File: src/hw/rtl/anbx_pkg.sv
`timescale 1ns / 1ps
`default_nettype none
// ----------------------------------------------------------------------------
// anbx_pkg
// Shared types, constants and the NAL header classification function for the
// Annex B start code classifier.
// ----------------------------------------------------------------------------
package anbx_pkg;

  localparam int unsigned ByteW   = 8;
  localparam int unsigned LenW    = 3;
  localparam int unsigned ClassW  = 3;
  localparam int unsigned RunW    = 2;
  localparam int unsigned AddrW   = 3;
  localparam int unsigned DataW   = 32;

  localparam logic [AddrW-1:0] RegCodecSelect = 3'd0;

  localparam logic             CodecH264 = 1'b0;
  localparam logic             CodecHevc = 1'b1;

  localparam logic [RunW-1:0]  RunMax   = 2'd3;
  localparam logic [RunW-1:0]  RunStart = 2'd2;

  localparam logic [LenW-1:0]  LenNone  = 3'd0;
  localparam logic [LenW-1:0]  LenThree = 3'd3;
  localparam logic [LenW-1:0]  LenFour  = 3'd4;

  localparam logic [ByteW-1:0] ByteZero = 8'h00;
  localparam logic [ByteW-1:0] ByteOne  = 8'h01;
  localparam logic [ByteW-1:0] H264TypeMask = 8'h1F;
  localparam logic [ByteW-1:0] HevcTypeMask = 8'h7E;

  // h.264 nal unit types
  localparam logic [4:0] H264Slice = 5'd5;
  localparam logic [4:0] H264Sei   = 5'd6;
  localparam logic [4:0] H264Sps   = 5'd7;
  localparam logic [4:0] H264Pps   = 5'd8;
  localparam logic [4:0] H264Aud   = 5'd9;

  // hevc nal unit types
  localparam logic [5:0] HevcIrapLo = 6'd16;
  localparam logic [5:0] HevcIrapHi = 6'd21;
  localparam logic [5:0] HevcVps    = 6'd32;
  localparam logic [5:0] HevcSps    = 6'd33;
  localparam logic [5:0] HevcPps    = 6'd34;
  localparam logic [5:0] HevcAud    = 6'd35;
  localparam logic [5:0] HevcSei    = 6'd39;

  typedef enum logic [ClassW-1:0] {
    CLS_NONE  = 3'd0,
    CLS_SPS   = 3'd1,
    CLS_PPS   = 3'd2,
    CLS_VPS   = 3'd3,
    CLS_AUD   = 3'd4,
    CLS_SEI   = 3'd5,
    CLS_IRAP  = 3'd6,
    CLS_OTHER = 3'd7
  } nal_class_t;

  typedef struct packed {
    logic [ByteW-1:0] byte_out;
    logic             header_here;
    logic [LenW-1:0]  start_length;
    nal_class_t       nal_class;
    logic             header_missing;
    logic             last;
  } parse_res_t;

  function automatic nal_class_t classify_header(input logic codec,
                                                 input logic [ByteW-1:0] b);
    logic [ByteW-1:0] h264_bits;
    logic [ByteW-1:0] hevc_bits;
    logic [4:0]       t264;
    logic [5:0]       thevc;
    nal_class_t       cls;
    h264_bits = b & H264TypeMask;
    hevc_bits = b & HevcTypeMask;
    t264  = h264_bits[4:0];
    thevc = hevc_bits[6:1];
    cls   = CLS_OTHER;
    if (codec == CodecH264) begin
      if      (t264 == H264Sps)   cls = CLS_SPS;
      else if (t264 == H264Pps)   cls = CLS_PPS;
      else if (t264 == H264Aud)   cls = CLS_AUD;
      else if (t264 == H264Sei)   cls = CLS_SEI;
      else if (t264 == H264Slice) cls = CLS_IRAP;
    end else begin
      if      (thevc == HevcVps) cls = CLS_VPS;
      else if (thevc == HevcSps) cls = CLS_SPS;
      else if (thevc == HevcPps) cls = CLS_PPS;
      else if (thevc == HevcAud) cls = CLS_AUD;
      else if (thevc == HevcSei) cls = CLS_SEI;
      else if (thevc >= HevcIrapLo && thevc <= HevcIrapHi) cls = CLS_IRAP;
    end
    return cls;
  endfunction

endpackage
`default_nettype wire

File: src/hw/rtl/anbx_cfg_regs.sv
`timescale 1ns / 1ps
`default_nettype none
// ----------------------------------------------------------------------------
// anbx_cfg_regs
// APB-style register port holding the codec select bit.
// ----------------------------------------------------------------------------
module anbx_cfg_regs
  import anbx_pkg::*;
(
  input  wire logic             clk,
  input  wire logic             rst_n,
  input  wire logic             psel,
  input  wire logic             penable,
  input  wire logic             pwrite,
  input  wire logic [AddrW-1:0] paddr,
  input  wire logic [DataW-1:0] pwdata,
  output logic      [DataW-1:0] prdata,
  output logic                  pready,
  output logic                  codec_select
);

  logic codec_select_r;
  logic codec_select_nxt;
  logic hit;

  assign pready = 1'b1;
  // register index is paddr / 4
  assign hit = (paddr[AddrW-1:2] == RegCodecSelect[AddrW-1:2]);

  always_comb begin
    codec_select_nxt = codec_select_r;
    if (psel && penable && pwrite && pready && hit) begin
      codec_select_nxt = pwdata[0];
    end
  end

  always_ff @(posedge clk) begin
    if (!rst_n) begin
      codec_select_r <= CodecH264;
    end else begin
      codec_select_r <= codec_select_nxt;
    end
  end

  assign prdata       = hit ? {{(DataW-1){1'b0}}, codec_select_r} : '0;
  assign codec_select = codec_select_r;

endmodule
`default_nettype wire

File: src/hw/rtl/anbx_parser.sv
`timescale 1ns / 1ps
`default_nettype none
// ----------------------------------------------------------------------------
// anbx_parser
// Zero-run tracking, start code detection and NAL header classification for
// one byte; the run state advances when the byte moves on.
// ----------------------------------------------------------------------------
module anbx_parser
  import anbx_pkg::*;
(
  input  wire logic             clk,
  input  wire logic             rst_n,
  input  wire logic             advance,
  input  wire logic             codec_select,
  input  wire logic [ByteW-1:0] data_byte,
  input  wire logic             last,
  output parse_res_t            res
);

  logic [RunW-1:0] zero_run_r;
  logic [RunW-1:0] zero_run_nxt;
  logic            header_pending_r;
  logic            header_pending_nxt;
  logic            four_byte_r;
  logic            four_byte_nxt;

  always_comb begin
    zero_run_nxt       = zero_run_r;
    header_pending_nxt = header_pending_r;
    four_byte_nxt      = four_byte_r;
    res.byte_out       = data_byte;
    res.header_here    = 1'b0;
    res.start_length   = LenNone;
    res.nal_class      = CLS_NONE;
    res.header_missing = 1'b0;
    res.last           = last;

    priority if (header_pending_r) begin
      res.header_here    = 1'b1;
      res.start_length   = four_byte_r ? LenFour : LenThree;
      res.nal_class      = classify_header(codec_select, data_byte);
      header_pending_nxt = 1'b0;
      four_byte_nxt      = 1'b0;
      zero_run_nxt       = (data_byte == ByteZero) ? RunW'(1) : RunW'(0);
    end else if (data_byte == ByteOne && zero_run_r >= RunStart) begin
      zero_run_nxt = '0;
      if (last) begin
        res.header_missing = 1'b1;
      end else begin
        header_pending_nxt = 1'b1;
        four_byte_nxt      = (zero_run_r == RunMax);
      end
    end else if (data_byte == ByteZero) begin
      if (zero_run_r != RunMax) zero_run_nxt = zero_run_r + RunW'(1);
    end else begin
      zero_run_nxt = '0;
    end

    // start codes never span packets
    if (last) begin
      zero_run_nxt       = '0;
      header_pending_nxt = 1'b0;
      four_byte_nxt      = 1'b0;
    end
  end

  always_ff @(posedge clk) begin
    if (!rst_n) begin
      zero_run_r       <= '0;
      header_pending_r <= 1'b0;
      four_byte_r      <= 1'b0;
    end else if (advance) begin
      zero_run_r       <= zero_run_nxt;
      header_pending_r <= header_pending_nxt;
      four_byte_r      <= four_byte_nxt;
    end
  end

endmodule
`default_nettype wire

File: src/hw/rtl/annexb_nal_start_classifier.sv
`timescale 1ns / 1ps
`default_nettype none
// ----------------------------------------------------------------------------
// annexb_nal_start_classifier
// Annex B start code finder and NAL header classifier for H.264 and HEVC.
//
// Input channel: one payload byte per beat (in_data_byte) with a mark on the
// final byte of the packet (in_last_in_packet), valid/stall handshake.
// Result channel: one beat per input beat, carrying the byte unchanged, the
// NAL header flag, the start code length, the header class, the flag for a
// start code that ends the packet, and a copy of the last mark.
// Configuration: APB-style port, register 0 at address 0 selects the header
// rules (0 H.264, 1 HEVC); write it only while the block is idle.
// Path: input beat to result beat through the input register, then the result
// register. Throughput: one beat per cycle while the result is not stalled,
// set by the single register-to-register pass that updates the zero-run state.
// Reset (rst_n low, synchronous): both stages empty, zero-run and pending
// header state cleared, codec select back to H.264.
// Stall: a stalled result holds; the input register keeps filling, and
// in_stall rises only once both the input and result registers are full.
// ----------------------------------------------------------------------------
module annexb_nal_start_classifier
  import anbx_pkg::*;
(
  input  wire logic             clk,
  input  wire logic             rst_n,
  input  wire logic             in_valid,
  output logic                  in_stall,
  input  wire logic [ByteW-1:0] in_data_byte,
  input  wire logic             in_last_in_packet,
  output logic                  out_valid,
  input  wire logic             out_stall,
  output logic      [ByteW-1:0] out_byte_out,
  output logic                  out_nal_header_here,
  output logic      [LenW-1:0]  out_start_length,
  output logic      [ClassW-1:0] out_nal_class,
  output logic                  out_header_missing,
  output logic                  out_last_out,
  input  wire logic             psel,
  input  wire logic             penable,
  input  wire logic             pwrite,
  input  wire logic [AddrW-1:0] paddr,
  input  wire logic [DataW-1:0] pwdata,
  output logic      [DataW-1:0] prdata,
  output logic                  pready
);

  logic             codec_select;
  logic             s1_valid_r;
  logic             s1_valid_nxt;
  logic [ByteW-1:0] s1_byte_r;
  logic             s1_last_r;
  logic             out_valid_r;
  logic             out_valid_nxt;
  parse_res_t       res;
  parse_res_t       res_r;
  logic             s1_move;
  logic             in_take;

  anbx_cfg_regs u_cfg (
    .clk          (clk),
    .rst_n        (rst_n),
    .psel         (psel),
    .penable      (penable),
    .pwrite       (pwrite),
    .paddr        (paddr),
    .pwdata       (pwdata),
    .prdata       (prdata),
    .pready       (pready),
    .codec_select (codec_select)
  );

  anbx_parser u_parser (
    .clk          (clk),
    .rst_n        (rst_n),
    .advance      (s1_move),
    .codec_select (codec_select),
    .data_byte    (s1_byte_r),
    .last         (s1_last_r),
    .res          (res)
  );

  assign s1_move  = s1_valid_r && (!out_valid_r || !out_stall);
  assign in_stall = s1_valid_r && !s1_move;
  assign in_take  = in_valid && !in_stall;

  always_comb begin
    s1_valid_nxt  = in_take ? 1'b1 : (s1_move ? 1'b0 : s1_valid_r);
    out_valid_nxt = s1_move ? 1'b1 : ((out_valid_r && !out_stall) ? 1'b0 : out_valid_r);
  end

  always_ff @(posedge clk) begin
    if (!rst_n) begin
      s1_valid_r  <= 1'b0;
      out_valid_r <= 1'b0;
    end else begin
      s1_valid_r  <= s1_valid_nxt;
      out_valid_r <= out_valid_nxt;
    end
  end

  always_ff @(posedge clk) begin
    if (in_take) begin
      s1_byte_r <= in_data_byte;
      s1_last_r <= in_last_in_packet;
    end
    if (s1_move) begin
      res_r <= res;
    end
  end

  assign out_valid           = out_valid_r;
  assign out_byte_out        = res_r.byte_out;
  assign out_nal_header_here = res_r.header_here;
  assign out_start_length    = res_r.start_length;
  assign out_nal_class       = res_r.nal_class;
  assign out_header_missing  = res_r.header_missing;
  assign out_last_out        = res_r.last;

endmodule
`default_nettype wire

File: config.mk
export PLATFORM = sky130hd
export DESIGN_NAME = annexb_nal_start_classifier
export DESIGN_NICKNAME = d
export VERILOG_FILES = /design/src/hw/rtl/anbx_pkg.sv /design/src/hw/rtl/anbx_cfg_regs.sv /design/src/hw/rtl/anbx_parser.sv /design/src/hw/rtl/annexb_nal_start_classifier.sv
export SDC_FILE = /design/constraint.sdc
export NUM_CORES = 1
export LEC_CHECK = 0
export ABC_AREA = 1
export BUFFER_PORTS_ARGS = -buffer_cell sky130_fd_sc_hd__buf_2
export CORE_AREA = 2 2 77 79
export CTS_BUF_LIST = sky130_fd_sc_hd__clkbuf_4
export CTS_CLUSTER_SIZE = 14
export DETAILED_ROUTE_END_ITERATION = 7
export DIE_AREA = 0 0 79 81
export GPL_ROUTABILITY_DRIVEN = 0
export GPL_TIMING_DRIVEN = 0
export SLEW_MARGIN = 20
export SYNTH_ARGS = -nofsm -noshare
export SYNTH_HDL_FRONTEND = slang
export SYNTH_SLANG_ARGS = --single-unit
export TNS_END_PERCENT = 5
File: constraint.sdc
create_clock -name clk -period 2.1 [get_ports clk]
set_clock_uncertainty 0.15 [all_clocks]
set_input_delay 0.42 -clock clk [delete_from_list [all_inputs] [get_ports clk]]
set_output_delay 0.42 -clock clk [all_outputs]
set_load 0.01 [all_outputs]
==> results.txt <==
The TritonCTS buffer count is 5. The maximum number of pins on one net before global-route repair came out at 23. The cell taking the most area after synthesis is edfxtp_1.

The height of the die is 81 µm. Counting the fill cells in the layout gives 614. At the worst endpoint, the required time is 1.53 ns.

The most critical setup path has its startpoint at u_cfg.codec_select$_SDFFE_PN0P_. In this run the worst setup path terminates at prdata[0]. The number of gates given a new drive strength after cts is 0.

The clock slew at the register clock pins of the worst setup and hold paths came out at 0.10 ns. Among all cell types in the netlist, the one instantiated most often is buf_4. The count of synthesis-stage warnings from yosys came out at 0. The share of total power dissipated in the clock network is 0.269. The die area is 6399 µm². In the synthesized netlist, the cells that appear most often are buf_4 (33), edfxtp_1 (25), nand2_1 (23), inv_1 (20), nor2_1 (14). The post-placement worst setup slack came out at 0.5203 ns. The clock latency on the worst-skew pair is 0.33 ns. The setup slack of the critical path after layout is 0.4507 ns. The starting density of the core is 0.2879.

STA classifies the critical path startpoint as a register. The worst register-to-register path ends at out_nal_class[2]$_SDFFCE_PN0P_. The startpoint identified for the worst register-to-register timing path is s1_byte_r[4]$_DFFE_PP_. The global routing met3 resource utilization came out at 0.03444. Counting cells, the worst reg-to-reg path comes to 8. The final worst hold slack is 0.1033 ns.

The first global-routing pass estimated 4229 µm of wire. The proportion of power drawn by combinational gates is 0.145. The period utilization came out at 0.7854. The number of setup violations in the final report came out at 0.

The internal power came out at 959.3 µW. The number of buffers inserted by hold repair at cts came out at 0. The number of unique standard cell types used by synthesis came out at 22.

The category of the worst setup path capture point is an output pin. The I/O pin count came out at 103. The area growth from synthesis to layout is 27.49%.

Sorting the synthesized cells by area gives the leading types as edfxtp_1 (46%), buf_4 (15%), dfxtp_1 (8.6%). The count of standard-cell rows is 28. The core region area is 5675 µm². The sequential share of power is 0.586. The buffer levels on the longest clock path is 2.

For met2 alone, demand over resource in global routing was 0.1373. The fraction of registers with async set/reset is 0. The gate count after technology mapping is 168.

The number of antenna violations at the first check in global routing came out at 0. Data on the critical path arrives at its endpoint at 1.08 ns. The power density normalized to cell area is 609.3 nW/µm². The clock root buffer is clkbuf_4. The sum of net half-perimeters after detailed placement is 2189 µm. The fraction of power spent switching nets came out at 0.2442. The worst-path maximum fanout is 6.

The global-route usage over all layers came out at 0.08951. The final critical path time including I/O delays and setup came out at 1.649 ns. The post-synthesis area per instance is 9.727 µm². The register-to-register setup slack is 0.57 ns.

The number of global-route vias before repair is 981. The share of synthesized area in the top cell type comes to 0.4594. After detailed routing, the total wire length is 2678 µm.

In this run, synthesis inferred 25 flip-flops with an integrated enable. The cell area that synthesis handed to floorplanning was 1634 µm². The total inserted antenna cells came out at 0. In the synthesized netlist the dominant register cell turns out to be edfxtp_1.

The via count normalized by instance count came out at 3.588. The path class of the tightest hold or removal check is input port to register. The remaining number of nets flagged by the antenna check after routing came out at 0. The net load switching power is 310.0 µW. The peak supply drop came out at 0.1926 mV. For this run, the register share of the synthesized area comes to 0.5452. The synthesized design contains 32 register bits.

The number of H-tree levels came out at 2. The number of remaining DRC errors came out at 0. The fraction of final layout cells sized beyond drive strength 1 came out at 0.3868. The via count is 1141. The critical path is of the register to output pin type. The number of pins exceeding their max-slew limit in the final report is 0. In this run the most used layer during global routing was met2. The leakage dissipation is 0.001036 µW. The number of hold violations in the final report came out at 0. TritonCTS built the clock tree. In the global route stage, met1 resource usage came out at 0.1075. Setup repair after global routing left no endpoint under its margin. Summing all placed instances gives a cell area of 2026 µm². The clock net sink count is 32. Across the run, the number of max-cap violations was 0. The number of port buffers is 37.

After clock tree synthesis, the setup repair step added 0 buffers. The number of nets in the layout is 295. The peak clock frequency supported by timing came out at 606.3 MHz.

The run finished with clean final reports. The number of search-and-repair iterations in the first detailed-routing pass came out at 4. The residual overflow from global routing came out at 0.

The final instance area is 2083 µm². The routed length per placed instance is 8.421 µm. The total negative setup slack came out at 0 ns. The die extent in x came out at 79 µm. The number of DRC violations after detailed-routing iteration 0 came out at 52.
## critical path, stage by stage (launching register included)
cell,delay (ns)
dfxtp_1,0.38
inv_1,0.13
nor2_1,0.10
buf_2,0.13
## worst min path at each step
stage	startpoint	end	slack [ns]	depth (start not counted)
after floorplan	s1_valid_r$_SDFFE_PN0P_	out_valid$_SDFFE_PN0P_	0.30	2
after global placement	s1_valid_r$_SDFFE_PN0P_	out_valid$_SDFFE_PN0P_	0.31	2
after detailed placement	s1_valid_r$_SDFFE_PN0P_	out_valid$_SDFFE_PN0P_	0.33	2
after CTS	in_data_byte[4]	s1_byte_r[4]$_DFFE_PP_	0.08	1
after global routing	in_data_byte[3]	s1_byte_r[3]$_DFFE_PP_	0.07	1
final	in_data_byte[4]	s1_byte_r[4]$_DFFE_PP_	0.10	1
## registers in the layout, indices dropped and copies added, names as in the netlist
signal                     cells
out_header_missing             1
u_parser.zero_run_r            2
s1_byte_r                      8
u_parser.header_pending_r      1
out_nal_class                  3
out_last_out                   1
s1_valid_r                     1
u_parser.four_byte_r           1
s1_last_r                      1
out_start_length               2
out_byte_out                   8
u_cfg.codec_select             1
out_valid                      1
out_nal_header_here            1
## power by group through the flow
stage	Combinational (µW)	Sequential, µW	Clock (µW)
3_3_place_gp	181	758	0
5_1_grt	210	749	388
4_1_cts	184	745	361
6_report	183	744	342
3_5_place_dp	183	760	0
2_1_floorplan	131	762	0
## cell type report
| cell class | instances | area, µm² | area share |
|---|---|---|---|
| multi-input cells | 108 | 514.2 | 0.2468 |
| inverters | 25 | 93.84 | 0.04505 |
| clock inverters | 1 | 5.005 | 0.002402 |
| flip-flops and latches | 32 | 890.9 | 0.4276 |
| well taps | 75 | 93.84 | 0.04505 |
| plain buffers | 33 | 247.7 | 0.1189 |
| clock buffers | 7 | 52.55 | 0.02523 |
| repair buffers | 37 | 185.2 | 0.08889 |
## per-stage QoR
step / std cells / total power, µW / utilization
final: 318 / 1269 / 0.3671
after CTS: 318 / 1290 / 0.3671
after detailed placement: 310 / 943.0 / 0.3569
after global routing: 318 / 1346 / 0.3671
after floorplan: 198 / 892.5 / -
after global placement: 310 / 939.7 / 0.3569
## kinds of logic after synthesis
logic type      after synthesis  share of synthesized area
buf+inv                      58                     0.2090
fa+ha+maj                     2                    0.01531
compound gates               15                    0.05284
other cells                   2                   0.004596
flops                        32                     0.5452
simple gates                 59                     0.1730
## layout by cell type, fill, tap and decap left out
| master | n |
|---|---|
| dfxtp_1 | 7 |
| nand3_1 | 6 |
| nor2_1 | 14 |
| nor2_2 | 3 |
| nor3_1 | 2 |
| edfxtp_1 | 25 |
| a21oi_1 | 7 |
| buf_4 | 33 |
| nand4_1 | 3 |
| o21bai_1 | 1 |
| o31ai_1 | 1 |
| conb_1 | 32 |
| o2111ai_1 | 1 |
| o21ai_0 | 4 |
| nand2_1 | 23 |
| nor2_4 | 2 |
| clkbuf_4 | 7 |
| o211ai_1 | 1 |
| ha_1 | 2 |
| clkinv_2 | 1 |
| nor3b_2 | 1 |
| inv_2 | 5 |
| inv_1 | 20 |
| nand2_2 | 5 |
| buf_2 | 37 |
## layer usage
| layer | share of wire | vias to the layer above |
|---|---|---|
| met3 | 0.077 | 6 |
| met5 | 0 | - |
| met1 | 0.45 | 459 |
| li1 | - | 624 |
| met4 | 0.026 | 0 |
| met2 | 0.45 | 52 |
No activity file was read; power rests on OpenSTA's default activity.
